**src/hdl/xec_pkg.sv**
```systemverilog
// shared types and constants of the xml entity codec
`default_nettype none

package xec_pkg;

  // most bytes one transaction can expand into
  localparam int unsigned JOB_BYTES = 5;
  localparam int unsigned JOB_LEN_W = $clog2(JOB_BYTES + 1);

  // work handed from the classifier to the emitter
  typedef struct packed {
    logic [JOB_BYTES-1:0][7:0] bytes;
    logic [JOB_LEN_W-1:0]      len;
    logic                      last;
  } job_t;

  // queue status seen by both sides
  typedef struct packed {
    logic empty;
    logic full;
  } q_stat_t;

endpackage

`default_nettype wire

```
**src/hdl/xec_if.sv**
```systemverilog
// channel interfaces of the xml entity codec
`default_nettype none

interface xec_in_if;
  logic       valid;
  logic       ready;
  logic [7:0] in_byte;
  logic       in_last;
  modport source (output valid, output in_byte, output in_last, input ready);
  modport sink   (input valid, input in_byte, input in_last, output ready);
endinterface

interface xec_out_if;
  logic       valid;
  logic       ready;
  logic [7:0] out_byte;
  logic       has_byte;
  logic       out_last;
  modport source (output valid, output out_byte, output has_byte, output out_last,
                  input ready);
  modport sink   (input valid, input out_byte, input has_byte, input out_last,
                  output ready);
endinterface

interface xec_cfg_if;
  logic valid;
  logic ready;
  logic direction;
  modport source (output valid, output direction, input ready);
  modport sink   (input valid, input direction, output ready);
endinterface

`default_nettype wire

```
**src/hdl/xec_front.sv**
```systemverilog
// classifier: holds direction and entity matcher, turns each accepted byte into at most one job
`default_nettype none

module xec_front (
  input  wire logic            clk,
  input  wire logic            rst_n,
  xec_in_if.sink               in_ch,
  xec_cfg_if.sink              cfg_ch,
  input  wire xec_pkg::q_stat_t q_stat,
  output      logic            push,
  output      xec_pkg::job_t   push_job
);

  typedef enum logic [3:0] {
    MP_IDLE = 4'd0,
    MP_AMP  = 4'd1,
    MP_L    = 4'd2,
    MP_LT   = 4'd3,
    MP_G    = 4'd4,
    MP_GT   = 4'd5,
    MP_A    = 4'd6,
    MP_AM   = 4'd7,
    MP_AMPP = 4'd8
  } mp_state_t;

  localparam logic [7:0] CH_AMP  = 8'h26;
  localparam logic [7:0] CH_LT   = 8'h3C;
  localparam logic [7:0] CH_GT   = 8'h3E;
  localparam logic [7:0] CH_SEMI = 8'h3B;
  localparam logic [7:0] CH_A    = 8'h61;
  localparam logic [7:0] CH_M    = 8'h6D;
  localparam logic [7:0] CH_P    = 8'h70;
  localparam logic [7:0] CH_L    = 8'h6C;
  localparam logic [7:0] CH_G    = 8'h67;
  localparam logic [7:0] CH_T    = 8'h74;

  // letters held after the pending '&'
  function automatic logic [1:0] pend_len(mp_state_t s);
    case (s)
      MP_L, MP_G, MP_A:    pend_len = 2'd1;
      MP_LT, MP_GT, MP_AM: pend_len = 2'd2;
      MP_AMPP:             pend_len = 2'd3;
      default:             pend_len = 2'd0;
    endcase
  endfunction

  function automatic logic [7:0] pend_chr(mp_state_t s, logic [1:0] i);
    logic [7:0] c;
    c = 8'h00;
    case (s)
      MP_L, MP_LT:          c = (i == 2'd0) ? CH_L : CH_T;
      MP_G, MP_GT:          c = (i == 2'd0) ? CH_G : CH_T;
      MP_A, MP_AM, MP_AMPP: c = (i == 2'd0) ? CH_A : ((i == 2'd1) ? CH_M : CH_P);
      default:              c = 8'h00;
    endcase
    return c;
  endfunction

  logic          direction_r;
  mp_state_t     state_r, state_nxt;
  mp_state_t     st_after, cont_nxt;
  logic          cont, has_res;
  logic [7:0]    res_chr;
  logic [1:0]    plen;
  xec_pkg::job_t job;
  logic          in_acc;

  assign in_ch.ready  = !q_stat.full;
  assign cfg_ch.ready = 1'b1;
  assign in_acc       = in_ch.valid && in_ch.ready;

  always_comb begin
    job      = '0;
    cont     = 1'b0;
    cont_nxt = MP_IDLE;
    has_res  = 1'b0;
    res_chr  = 8'h00;
    st_after = MP_IDLE;
    plen     = 2'd0;
    job.last = in_ch.in_last;
    if (!direction_r) begin
      case (in_ch.in_byte)
        CH_AMP: begin
          job.bytes = {CH_SEMI, CH_P, CH_M, CH_A, CH_AMP};
          job.len   = 3'd5;
        end
        CH_LT: begin
          job.bytes = {8'h00, CH_SEMI, CH_T, CH_L, CH_AMP};
          job.len   = 3'd4;
        end
        CH_GT: begin
          job.bytes = {8'h00, CH_SEMI, CH_T, CH_G, CH_AMP};
          job.len   = 3'd4;
        end
        default: begin
          job.bytes[0] = in_ch.in_byte;
          job.len      = 3'd1;
        end
      endcase
    end else begin
      // step the matcher
      case (state_r)
        MP_AMP: begin
          cont     = (in_ch.in_byte == CH_L) || (in_ch.in_byte == CH_G) ||
                     (in_ch.in_byte == CH_A);
          cont_nxt = (in_ch.in_byte == CH_L) ? MP_L :
                     ((in_ch.in_byte == CH_G) ? MP_G : MP_A);
        end
        MP_L: begin
          cont = (in_ch.in_byte == CH_T); cont_nxt = MP_LT;
        end
        MP_LT: begin
          cont = (in_ch.in_byte == CH_SEMI); has_res = 1'b1; res_chr = CH_LT;
        end
        MP_G: begin
          cont = (in_ch.in_byte == CH_T); cont_nxt = MP_GT;
        end
        MP_GT: begin
          cont = (in_ch.in_byte == CH_SEMI); has_res = 1'b1; res_chr = CH_GT;
        end
        MP_A: begin
          cont = (in_ch.in_byte == CH_M); cont_nxt = MP_AM;
        end
        MP_AM: begin
          cont = (in_ch.in_byte == CH_P); cont_nxt = MP_AMPP;
        end
        MP_AMPP: begin
          cont = (in_ch.in_byte == CH_SEMI); has_res = 1'b1; res_chr = CH_AMP;
        end
        default: cont = 1'b0;
      endcase
      if (cont) begin
        st_after = cont_nxt;
        if (has_res) begin
          job.bytes[job.len] = res_chr;
          job.len            = job.len + 3'd1;
        end
      end else begin
        // broken entity: drop the '&', emit its letters
        plen = pend_len(state_r);
        for (int i = 0; i < 3; i++) begin
          if (2'(i) < plen) begin
            job.bytes[job.len] = pend_chr(state_r, 2'(i));
            job.len            = job.len + 3'd1;
          end
        end
        if (in_ch.in_byte == CH_AMP) begin
          st_after = MP_AMP;
        end else begin
          job.bytes[job.len] = in_ch.in_byte;
          job.len            = job.len + 3'd1;
        end
      end
      // end of string flushes whatever is still pending
      if (in_ch.in_last) begin
        plen = pend_len(st_after);
        for (int i = 0; i < 3; i++) begin
          if (2'(i) < plen) begin
            job.bytes[job.len] = pend_chr(st_after, 2'(i));
            job.len            = job.len + 3'd1;
          end
        end
        st_after = MP_IDLE;
      end
    end
    state_nxt = st_after;
  end

  assign push     = in_acc && ((job.len != '0) || in_ch.in_last);
  assign push_job = job;

  always_ff @(posedge clk) begin
    if (!rst_n) begin
      direction_r <= 1'b0;
      state_r     <= MP_IDLE;
    end else if (cfg_ch.valid && cfg_ch.ready) begin
      direction_r <= cfg_ch.direction;
      state_r     <= MP_IDLE;
    end else if (in_acc) begin
      state_r <= state_nxt;
    end
  end

endmodule

`default_nettype wire

```
**src/hdl/xec_queue.sv**
```systemverilog
// two-entry job queue between classifier and emitter
`default_nettype none

module xec_queue (
  input  wire logic             clk,
  input  wire logic             rst_n,
  input  wire logic             push,
  input  wire xec_pkg::job_t    push_job,
  input  wire logic             pop,
  output      xec_pkg::job_t    head,
  output      xec_pkg::q_stat_t q_stat
);

  xec_pkg::job_t slot_r [2];
  logic          wr_ptr_r, rd_ptr_r;
  logic [1:0]    cnt_r;

  assign head         = slot_r[rd_ptr_r];
  assign q_stat.empty = (cnt_r == 2'd0);
  assign q_stat.full  = (cnt_r == 2'd2);

  always_ff @(posedge clk) begin
    if (push) begin
      slot_r[wr_ptr_r] <= push_job;
    end
  end

  always_ff @(posedge clk) begin
    if (!rst_n) begin
      wr_ptr_r <= 1'b0;
      rd_ptr_r <= 1'b0;
      cnt_r    <= 2'd0;
    end else begin
      if (push) begin
        wr_ptr_r <= !wr_ptr_r;
      end
      if (pop) begin
        rd_ptr_r <= !rd_ptr_r;
      end
      cnt_r <= cnt_r + {1'b0, push} - {1'b0, pop};
    end
  end

endmodule

`default_nettype wire

```
**src/hdl/xec_back.sv**
```systemverilog
// emitter: walks the head job into the output register one byte per cycle while the sink accepts
`default_nettype none

module xec_back (
  input  wire logic             clk,
  input  wire logic             rst_n,
  input  wire xec_pkg::job_t    head,
  input  wire xec_pkg::q_stat_t q_stat,
  output      logic             pop,
  xec_out_if.source             out_ch
);

  logic                          out_valid_r;
  logic [7:0]                    out_byte_r;
  logic                          has_byte_r, out_last_r;
  logic [xec_pkg::JOB_LEN_W-1:0] idx_r;
  logic                          load, take, done;

  assign load = !out_valid_r || out_ch.ready;
  assign take = load && !q_stat.empty;
  assign done = (head.len == '0) || (idx_r == head.len - 3'd1);
  assign pop  = take && done;

  assign out_ch.valid    = out_valid_r;
  assign out_ch.out_byte = out_byte_r;
  assign out_ch.has_byte = has_byte_r;
  assign out_ch.out_last = out_last_r;

  always_ff @(posedge clk) begin
    if (!rst_n) begin
      out_valid_r <= 1'b0;
      idx_r       <= '0;
    end else begin
      if (load) begin
        out_valid_r <= !q_stat.empty;
      end
      if (take) begin
        idx_r <= done ? '0 : idx_r + 3'd1;
      end
    end
  end

  always_ff @(posedge clk) begin
    if (take) begin
      out_byte_r <= (head.len != '0) ? head.bytes[idx_r] : 8'h00;
      has_byte_r <= (head.len != '0);
      out_last_r <= head.last && done;
    end
  end

endmodule

`default_nettype wire

```
**src/hdl/xml_entity_codec.sv**
```systemverilog
// top level of the xml entity codec
// Byte-stream XML entity codec. With direction 0 every byte passes through
// except '&', '<' and '>', which expand to "&amp;", "&lt;" and "&gt;". With
// direction 1 the entities "&lt;", "&gt;" and "&amp;" collapse back to one
// character; an '&' that starts no known entity is dropped and the letters
// after it come out as they are. in_last closes a string: its final result
// carries out_last, and a last byte that yields nothing produces one result
// with has_byte 0. While the sink accepts, the output delivers one result
// per cycle; a transaction that yields k results (k up to 5, at least one
// on the last byte) holds the emitter until all k are out, so plain bytes
// stream at one per cycle and the input stalls only when the job queue is
// full. A two-entry job queue sits between classifier and emitter, and the
// result sits in an output register, so a stalled sink does not stop the
// next byte from being taken. Write direction only while the codec is idle;
// a write discards any partially matched entity.
`default_nettype none

module xml_entity_codec (
  input  wire logic clk,
  input  wire logic rst_n,
  xec_in_if.sink    in_ch,
  xec_out_if.source out_ch,
  xec_cfg_if.sink   cfg_ch
);

  // classifier to queue
  logic             push;
  xec_pkg::job_t    push_job;
  // queue to emitter
  xec_pkg::job_t    head;
  xec_pkg::q_stat_t q_stat;
  logic             pop;

  // front: direction register, entity matcher, at most one job per byte
  xec_front u_front (
    .clk      (clk),
    .rst_n    (rst_n),
    .in_ch    (in_ch),
    .cfg_ch   (cfg_ch),
    .q_stat   (q_stat),
    .push     (push),
    .push_job (push_job)
  );

  // decouples input acceptance from output backpressure
  xec_queue u_queue (
    .clk      (clk),
    .rst_n    (rst_n),
    .push     (push),
    .push_job (push_job),
    .pop      (pop),
    .head     (head),
    .q_stat   (q_stat)
  );

  // back: emits the bytes of each job one by one, popping the job after its last byte
  xec_back u_back (
    .clk    (clk),
    .rst_n  (rst_n),
    .head   (head),
    .q_stat (q_stat),
    .pop    (pop),
    .out_ch (out_ch)
  );

endmodule

`default_nettype wire

```
**src/flat_wrapper.sv**
```systemverilog
// flat-port wrapper written by rule: the top's interface ports become plain ports
module xml_entity_codec_flat 
  (clk, rst_n, in_ch_valid, in_ch_in_byte, in_ch_in_last, in_ch_ready, out_ch_valid, out_ch_out_byte, out_ch_has_byte, out_ch_out_last, out_ch_ready, cfg_ch_valid, cfg_ch_direction, cfg_ch_ready);
  xec_in_if in_ch_i ();
  xec_out_if out_ch_i ();
  xec_cfg_if cfg_ch_i ();
  input  wire logic clk;
  input  wire logic rst_n;
  input wire logic [$bits(in_ch_i.valid)-1:0] in_ch_valid;
  input wire logic [$bits(in_ch_i.in_byte)-1:0] in_ch_in_byte;
  input wire logic [$bits(in_ch_i.in_last)-1:0] in_ch_in_last;
  output wire logic [$bits(in_ch_i.ready)-1:0] in_ch_ready;
  output wire logic [$bits(out_ch_i.valid)-1:0] out_ch_valid;
  output wire logic [$bits(out_ch_i.out_byte)-1:0] out_ch_out_byte;
  output wire logic [$bits(out_ch_i.has_byte)-1:0] out_ch_has_byte;
  output wire logic [$bits(out_ch_i.out_last)-1:0] out_ch_out_last;
  input wire logic [$bits(out_ch_i.ready)-1:0] out_ch_ready;
  input wire logic [$bits(cfg_ch_i.valid)-1:0] cfg_ch_valid;
  input wire logic [$bits(cfg_ch_i.direction)-1:0] cfg_ch_direction;
  output wire logic [$bits(cfg_ch_i.ready)-1:0] cfg_ch_ready;
  assign in_ch_i.valid = in_ch_valid;
  assign in_ch_i.in_byte = in_ch_in_byte;
  assign in_ch_i.in_last = in_ch_in_last;
  assign in_ch_ready = in_ch_i.ready;
  assign out_ch_valid = out_ch_i.valid;
  assign out_ch_out_byte = out_ch_i.out_byte;
  assign out_ch_has_byte = out_ch_i.has_byte;
  assign out_ch_out_last = out_ch_i.out_last;
  assign out_ch_i.ready = out_ch_ready;
  assign cfg_ch_i.valid = cfg_ch_valid;
  assign cfg_ch_i.direction = cfg_ch_direction;
  assign cfg_ch_ready = cfg_ch_i.ready;
  xml_entity_codec u_core (.clk(clk), .rst_n(rst_n), .in_ch(in_ch_i), .out_ch(out_ch_i), .cfg_ch(cfg_ch_i));
endmodule
```
**config.mk**
```make
export PLATFORM = sky130hd
export DESIGN_NAME = xml_entity_codec_flat
export DESIGN_NICKNAME = d
export VERILOG_FILES = /design/src/hdl/xec_pkg.sv /design/src/hdl/xec_if.sv /design/src/hdl/xec_front.sv /design/src/hdl/xec_queue.sv /design/src/hdl/xec_back.sv /design/src/hdl/xml_entity_codec.sv /design/src/flat_wrapper.sv
export SDC_FILE = /design/constraint.sdc
export NUM_CORES = 1
export LEC_CHECK = 0
export BUFFER_PORTS_ARGS = -buffer_cell sky130_fd_sc_hd__buf_4
export CAP_MARGIN = 20
export CORE_MARGIN = 2
export CORE_UTILIZATION = 50
export DETAILED_ROUTE_END_ITERATION = 8
export PLACE_DENSITY = 0.7
export SLEW_MARGIN = 40
export SYNTH_ARGS = -nofsm -noshare
export SYNTH_HDL_FRONTEND = slang
export SYNTH_HIERARCHICAL = 1
export SYNTH_SLANG_ARGS = --single-unit
```
**constraint.sdc**
```tcl
create_clock -name clk -period 15.55 [get_ports clk]
set_clock_uncertainty 0.2 [all_clocks]
set_input_delay 0.7775 -clock clk [delete_from_list [all_inputs] [get_ports clk]]
set_output_delay 0.7775 -clock clk [all_outputs]
set_load 0.005 [all_outputs]
```
==> results of run 1 <==
-- report_power, final --
group          switching (W)  internal [W]
combinational       0.000128      0.000149
clock               0.000102      0.000142
sequential         0.0000249      0.000385
-- worst paths after layout --
path	cells past startpoint	start	slack [ns]	end
setup / recovery	18	u_core/u_front/state_r[1]	10.21	u_core/u_queue/slot_r[0][3]
hold / removal	2	u_core/u_queue/rd_ptr_r	0.38	flop
setup reg to reg	18	u_core/u_front/state_r[1]	10.21	u_core/u_queue/slot_r[0][3]
hold reg to reg	2	u_core/u_queue/rd_ptr_r	0.38	flop
-- state kept, by name, indices dropped and copies added (netlist names), named ones only --
register                       count
u_core/u_back/out_ch.has_byte      1
u_core/u_queue/cnt_r               2
u_core/u_back/idx_r                3
u_core/u_queue/wr_ptr_r            1
u_core/u_front/state_r             4
u_core/u_queue/rd_ptr_r            1
u_core/u_back/out_ch.out_last      1
u_core/u_queue/slot_r             88
u_core/u_back/out_ch.valid         1
u_core/u_front/direction_r         1
u_core/u_back/out_ch.out_byte      8
-- routing by layer --
layer / part of all wire [%] / wire (microns) / up-vias
met1: 45 / 6570 / 2242
met3: 6.4 / 938 / 25
li1: - / - / 2196
met2: 47 / 6876 / 179
met4: 1.8 / 268 / 0
met5: 0 / 0 / -
-- through the flow --
stage                     cell area [sq um]   power, W  worst slack [ns]
after global routing                   7273  0.0009780             9.850
after CTS                              7272  0.0009403             10.30
after global placement                 6949  0.0006877             10.50
final                                  7273  0.0009305             10.21
after floorplan                        6759  0.0006420             10.43
after detailed placement               6950  0.0006959             10.33
-- critical path: stages (launching register included) --
cell      delay (ns)
dfxtp_1         0.80
o21ai_1         0.35
o21ai_1         0.56
inv_1           0.26
ha_1            0.31
xnor2_1         0.14
xnor2_1         0.14
nor3_1          0.26
nor2_1          0.10
ha_1            0.37
nand2_1         0.10
nand2b_1        0.06
ha_1            0.27
mux2i_1         0.36
o21bai_4        0.11
ha_1            0.20
o211ai_1        0.10
and3_1          0.18
o221ai_1        0.15
-- synth_stat cells (4+ instances only) --
| cell | number | area, sq um |
|---|---|---|
| edfxtp_1 | 98 | 2943 |
| nand2_1 | 42 | 157.7 |
| nor2_1 | 42 | 157.7 |
| mux2_4 | 40 | 600.6 |
| a21oi_1 | 34 | 170.2 |
| inv_1 | 23 | 86.33 |
| o21ai_0 | 22 | 110.1 |
| nand3_1 | 16 | 80.08 |
| dfxtp_1 | 14 | 280.3 |
| ha_1 | 14 | 175.2 |
| clkbuf_1 | 13 | 48.80 |
| nor2b_1 | 13 | 81.33 |
| a22oi_1 | 12 | 90.09 |
| o211ai_1 | 12 | 90.09 |
| a31oi_1 | 9 | 56.30 |
| nand2b_1 | 9 | 56.30 |
| nor3_1 | 9 | 45.04 |
| o21ai_1 | 9 | 45.04 |
| and2_1 | 8 | 50.05 |
| buf_2 | 7 | 35.03 |
| mux4_2 | 7 | 157.7 |
| and3_1 | 6 | 37.54 |
| buf_6 | 6 | 67.56 |
| buf_4 | 5 | 37.54 |
| mux2_2 | 5 | 56.30 |
| o31ai_1 | 5 | 37.54 |
| xnor2_1 | 5 | 43.79 |
| buf_12 | 4 | 80.08 |
| o221ai_1 | 4 | 35.03 |
| or2_1 | 4 | 25.02 |
| xor2_1 | 4 | 35.03 |
-- cell families after synthesis --
group                    after synthesis  share of synthesized area [%]
adder cells (fa/ha/maj)               14                          2.593
flip-flops                           112                          47.71
other                                  2                         0.1112
XOR/XNOR                              11                          1.908
buffers and inverters                 62                          5.482
AND/OR/NAND/NOR                      178                          14.23
AO/OA/AOI/OAI                        145                          15.23
multiplexers                          55                          12.74
-- layout make-up --
| class | count | area, sq um | area share, % |
|---|---|---|---|
| Sequential cell | 112 | 3227 | 44.37 |
| Multi-Input combinational cell | 406 | 3174 | 43.64 |
| Timing Repair Buffer | 32 | 240.2 | 3.303 |
| Clock buffer | 10 | 229.0 | 3.148 |
| Tap cell | 176 | 220.2 | 3.028 |
| Clock inverter | 6 | 92.59 | 1.273 |
| Inverter | 24 | 90.09 | 1.239 |
-- layout by cell type (no fill, tap or decap), drive strengths merged, types with 16 or more instances in the layout --
cell type and count:
edfxtp 98, nor2 45, mux2 45, nand2 42, a21oi 34, buf 32, o21ai 31, inv 25
nand3 16
==> out/metrics.yaml, run 1 <==
outcome: "finished clean"
worst-endpoint-arrival_ns: 5.17
hpwl_microns: 10530
worst-setup-path-type: "reg -> reg"
place_inst: 750
hold_path_class: "reg -> reg"
grt_usage_pct: 21.25
grt_overflow_total: 0
synth-edff-count: 98
drive_above_1_share_pct: 21.53
met3_usage_pct: 3.585
cts_setup_buffers: 0
fp.dieH_microns: 120.2
synthToLayoutAreaGrowth_pct: 7.668
dr.pass1.iters: 5
rows: 42
cts_tree: "built"
crit_path_end_kind: "flop"
fmax_mhz: 187.4
cp.required_ns: 15.39
hold_slack_ns: 0.3813
dr.first_iter.drc_count: 468
postSynth.asyncResetShare_pct: 0
clk_path_buf_depth: 2
cts_hold_buf: 0
drt-total-wl_microns: 14650
grt_max_degree: 46
die_area_sq_um: 14460
path_max_fanout: 17
yosys_warnings: 6
antenna_found_initial: 0
core_sq_um: 13240
met2_usage_pct: 34.62
setup_tns_ns: 0
peakVddDrop_mv: 0.08085
num_vias: 4642
leakage_nw: 2.536
initial_utilization_pct: 51.01
busiest_layer: "met2"
die_w_microns: 120.2
clk_pin_slew_worst_paths_ns: 0.07
boundaryPins: 28
synth-seq-cells: 112
vias_per_cell: 6.060
wl_per_cell_microns: 19.13
yosysSeqAreaShare_pct: 47.71
diodes: 0
cts_sinks: 112
finalCritPeriodShare_pct: 34.31
rsz0062_at_grt: "false"
finalNonFillerCells: 766
synth_cell_types: 82
drc_errors: 0
final_util_pct: 54.92
slew_viol_final: 0
power.density_nw_per_um2: 127.9
cap_violations: 0
fill_cells: 1156
nets: 614
grt_pass1_vias: 4451
synth.cell_area_sq_um: 6755
ctsRootBufferMaster: "clkbuf_16"
cts_resized: 0
max_slew_margin_pct: 47.26
grt_first_pass_wirelength_microns: 23930
synth_cells: 579
ys.flop_type: "edfxtp_1"
period_minus_slack_ns: 5.336
worstMarginPinSlew_ns: 0.7911
gp_congestion: 0.9608
clock_latency_ns: 0.34
global_route.usage.met1_pct: 29.69
ant_nets: 0
hold_violations: 0
portBuffers: 26
setup_viol: 0
cp-start-kind: "flop"
ctsHtreeMaxLevel: 3
avgSynthCellArea_sq_um: 11.67
cts_buffers: 9
(Power assumes the default switching activity.)
==> run 2: changes to the inputs <==
- PLACE_DENSITY: 0.7 -> 0.72
- clock period: 15.55 -> 4.45 ns (I/O delays scaled with it)
==> run 2 against run 1 <==
Die area is the same. Sequential power grew to 3.4 times the previous value. Flip-flop and latch count unchanged. Global-route usage rose by 1.1 points. Register-to-register slack lost 10 ns. Count of clock-buffer cells in the layout down 1. First-iteration DRC count increased by 11%. Setup slack got worse by 10 ns.
==> out/metrics.yaml, run 2 (synthesized netlist as in run 1, its figures left out) <==
power.density_nw_per_um2: 428.6  # was 127.9 nW/um^2
clk_pin_slew_worst_paths_ns: 0.07  # about the same
hold_path_class: "in -> reg"  # was reg -> reg
finalCritPeriodShare_pct: 95.99  # was 34.31%
hpwl_microns: 11120  # was 10530 microns
num_vias: 4845  # was 4642
hold_violations: 0  # unchanged
ant_nets: 0  # unchanged
cts_tree: "built"  # unchanged
slew_viol_final: 0  # unchanged
cp-start-kind: "flop"  # unchanged
setup_tns_ns: 0  # unchanged
grt_pass1_vias: 4753  # was 4451
core_sq_um: 13240  # unchanged
p_sw_w: 0.0008754  # was 0.0002545 W
drt-total-wl_microns: 15740  # was 14650 microns
crit_path_end_kind: "flop"  # unchanged
cap_violations: 0  # unchanged
fmax_mhz: 234.1  # was 187.4 MHz
portBuffers: 26  # unchanged
multi_input_area_sq_um: 3213  # was 3174 sq um
vias_per_cell: 6.117  # was 6.060
dr.first_iter.drc_count: 520  # was 468
clk_path_buf_depth: 2  # unchanged
worst-setup-path-type: "reg -> reg"  # unchanged
cts_buffers: 9  # unchanged
p_int_w: 0.002361  # was 0.0006759 W
die_area_sq_um: 14460  # unchanged
seqCellArea_sq_um: 3237  # was 3227 sq um
fp.dieH_microns: 120.2  # unchanged
gp_congestion: 0.9593  # was 0.9608
clock_latency_ns: 0.34  # about the same
worstMarginPinSlew_ns: 0.7423  # was 0.7911 ns
worst-endpoint-arrival_ns: 4.09  # was 5.17 ns
leakage_nw: 2.672  # was 2.536 nW
nets: 643  # was 614
wl_per_cell_microns: 19.88  # was 19.13 microns
path_max_fanout: 14  # was 17
final_cell_mix: "edfxtp_1, buf_4, nor2_1, nand2_1, mux2_4"  # was edfxtp_1, nor2_1, nand2_1
totalPowerFinal_w: 0.003236  # was 0.0009305 W
die_w_microns: 120.2  # unchanged
peakVddDrop_mv: 0.2473  # was 0.08085 mV
diodes: 0  # unchanged
ctsHtreeMaxLevel: 3  # unchanged
layout_commonest_cell: "edfxtp_1"  # unchanged
dr.pass1.iters: 5  # unchanged
outcome: "finished clean"  # unchanged
antenna_found_initial: 0  # unchanged
boundaryPins: 28  # unchanged
grt_overflow_total: 0  # unchanged
top_register: "u_core/u_queue/slot_r"  # unchanged
grt_first_pass_wirelength_microns: 25070  # was 23930 microns
drc_errors: 0  # unchanged
grt_usage_pct: 22.37  # was 21.25%
initial_utilization_pct: 51.01  # unchanged
sw_frac_of_total_pct: 27.05  # was 27.35%
largest_reg_flops: 88  # unchanged
fill_cells: 1121  # was 1156
seqPwrFrac_pct: 43.5  # was 44.0%
max_slew_margin_pct: 50.52  # was 47.26%
synthToLayoutAreaGrowth_pct: 11.78  # was 7.668%
setup_viol: 0  # unchanged
grt_max_degree: 46  # unchanged
drive_above_1_share_pct: 25.49  # was 21.53%
cp.required_ns: 4.27  # was 15.39 ns
power_frac_clock_pct: 25.2  # was 26.3%
cts_sinks: 112  # unchanged
rows: 42  # unchanged
combPwrFrac_pct: 31.3  # was 29.7%
ctsRootBufferMaster: "clkbuf_16"  # unchanged
period_minus_slack_ns: 4.271  # was 5.336 ns
-- run 2: cell count changes in the layout (fill, tap and decap cells not counted), sizes merged --
cell	previous run	this run
clkinv	2	1
dlygate4sd3	0	4
clkbuf	10	9
inv	25	24
buf	32	57
-- run 2: worst paths after layout --
path	cells past startpoint	start	endpoint	slack (ns)
worst max-delay path	16	u_core/u_front/state_r[1]	u_core/u_queue/slot_r[0][26]	0.18
worst min register to register	2	u_core/u_front/state_r[3]	u_core/u_front/state_r[3]	0.35
worst min-delay path	4	out_ch_ready	u_core/u_back/out_ch.valid	0.02
worst max register to register	16	u_core/u_front/state_r[1]	u_core/u_queue/slot_r[0][26]	0.18
-- run 2: worst max-delay path: stages (launching register included) --
cell,delay [ns]
dfxtp_4,0.42
nor4bb_4,0.19
buf_4,0.14
or4b_4,0.55
a221oi_4,0.42
o21a_1,0.19
nor2_1,0.07
ha_1,0.33
nand2_1,0.08
nand2b_1,0.08
ha_1,0.16
nand2b_1,0.10
nor4b_1,0.37
nor3_2,0.11
nand2b_1,0.20
nand3_1,0.17
o211ai_1,0.17
-- run 2: final cells by class --
| type | count | share of cell area [%] |
|---|---|---|
| inverters | 24 | 1.193 |
| repair buffers | 61 | 6.529 |
| clock buffers | 9 | 2.983 |
| multi-input cells | 406 | 42.55 |
| clock inverters | 4 | 0.9611 |
| flip-flops and latches | 112 | 42.87 |
| well taps | 176 | 2.916 |
-- run 2: routing by layer --
layer / wire length (microns) / track usage (%) / vias up / share of wire, %
li1: - / - / 2243 / -
met1: 6645 / 29.59 / 2371 / 42
met2: 7905 / 37.46 / 203 / 50
met3: 898 / 3.443 / 28 / 5.7
met4: 293 / 8.140 / 0 / 1.9
met5: 0 / 0 / - / 0
-- run 2: timing repair --
action / CTS / global route
buffers inserted: 0 / 1
pin swaps: 0 / 1
hold endpoints to repair: 8 / 0
resized for setup: 2 / 12
setup endpoints to repair: 10 / 24
hold buffers: 4 / 0
-- run 2: power groups by stage --
stage	sequential, W	combinational [W]	clock [W]
5_1_grt	0.00142	0.00110	0.000874
6_report	0.00141	0.00101	0.000815
3_5_place_dp	0.00143	0.00101	0
4_1_cts	0.00141	0.00102	0.000839
3_3_place_gp	0.00142	0.000985	0
2_1_floorplan	0.00142	0.000826	0
-- run 2: metrics by stage --
step	utilization, %	hold WS (ns)	setup slack [ns]	std cells	cell area [sq um]
floorplan	-	0.1400	0.1931	580	6761
global placement	54.02	0.2847	0.2098	774	7154
detailed placement	54.02	0.2861	-0.02276	774	7154
CTS	56.59	0.001173	0.08323	791	7495
global route	57.02	0.04167	-0.01074	792	7551
finish	57.02	0.01675	0.1786	792	7551
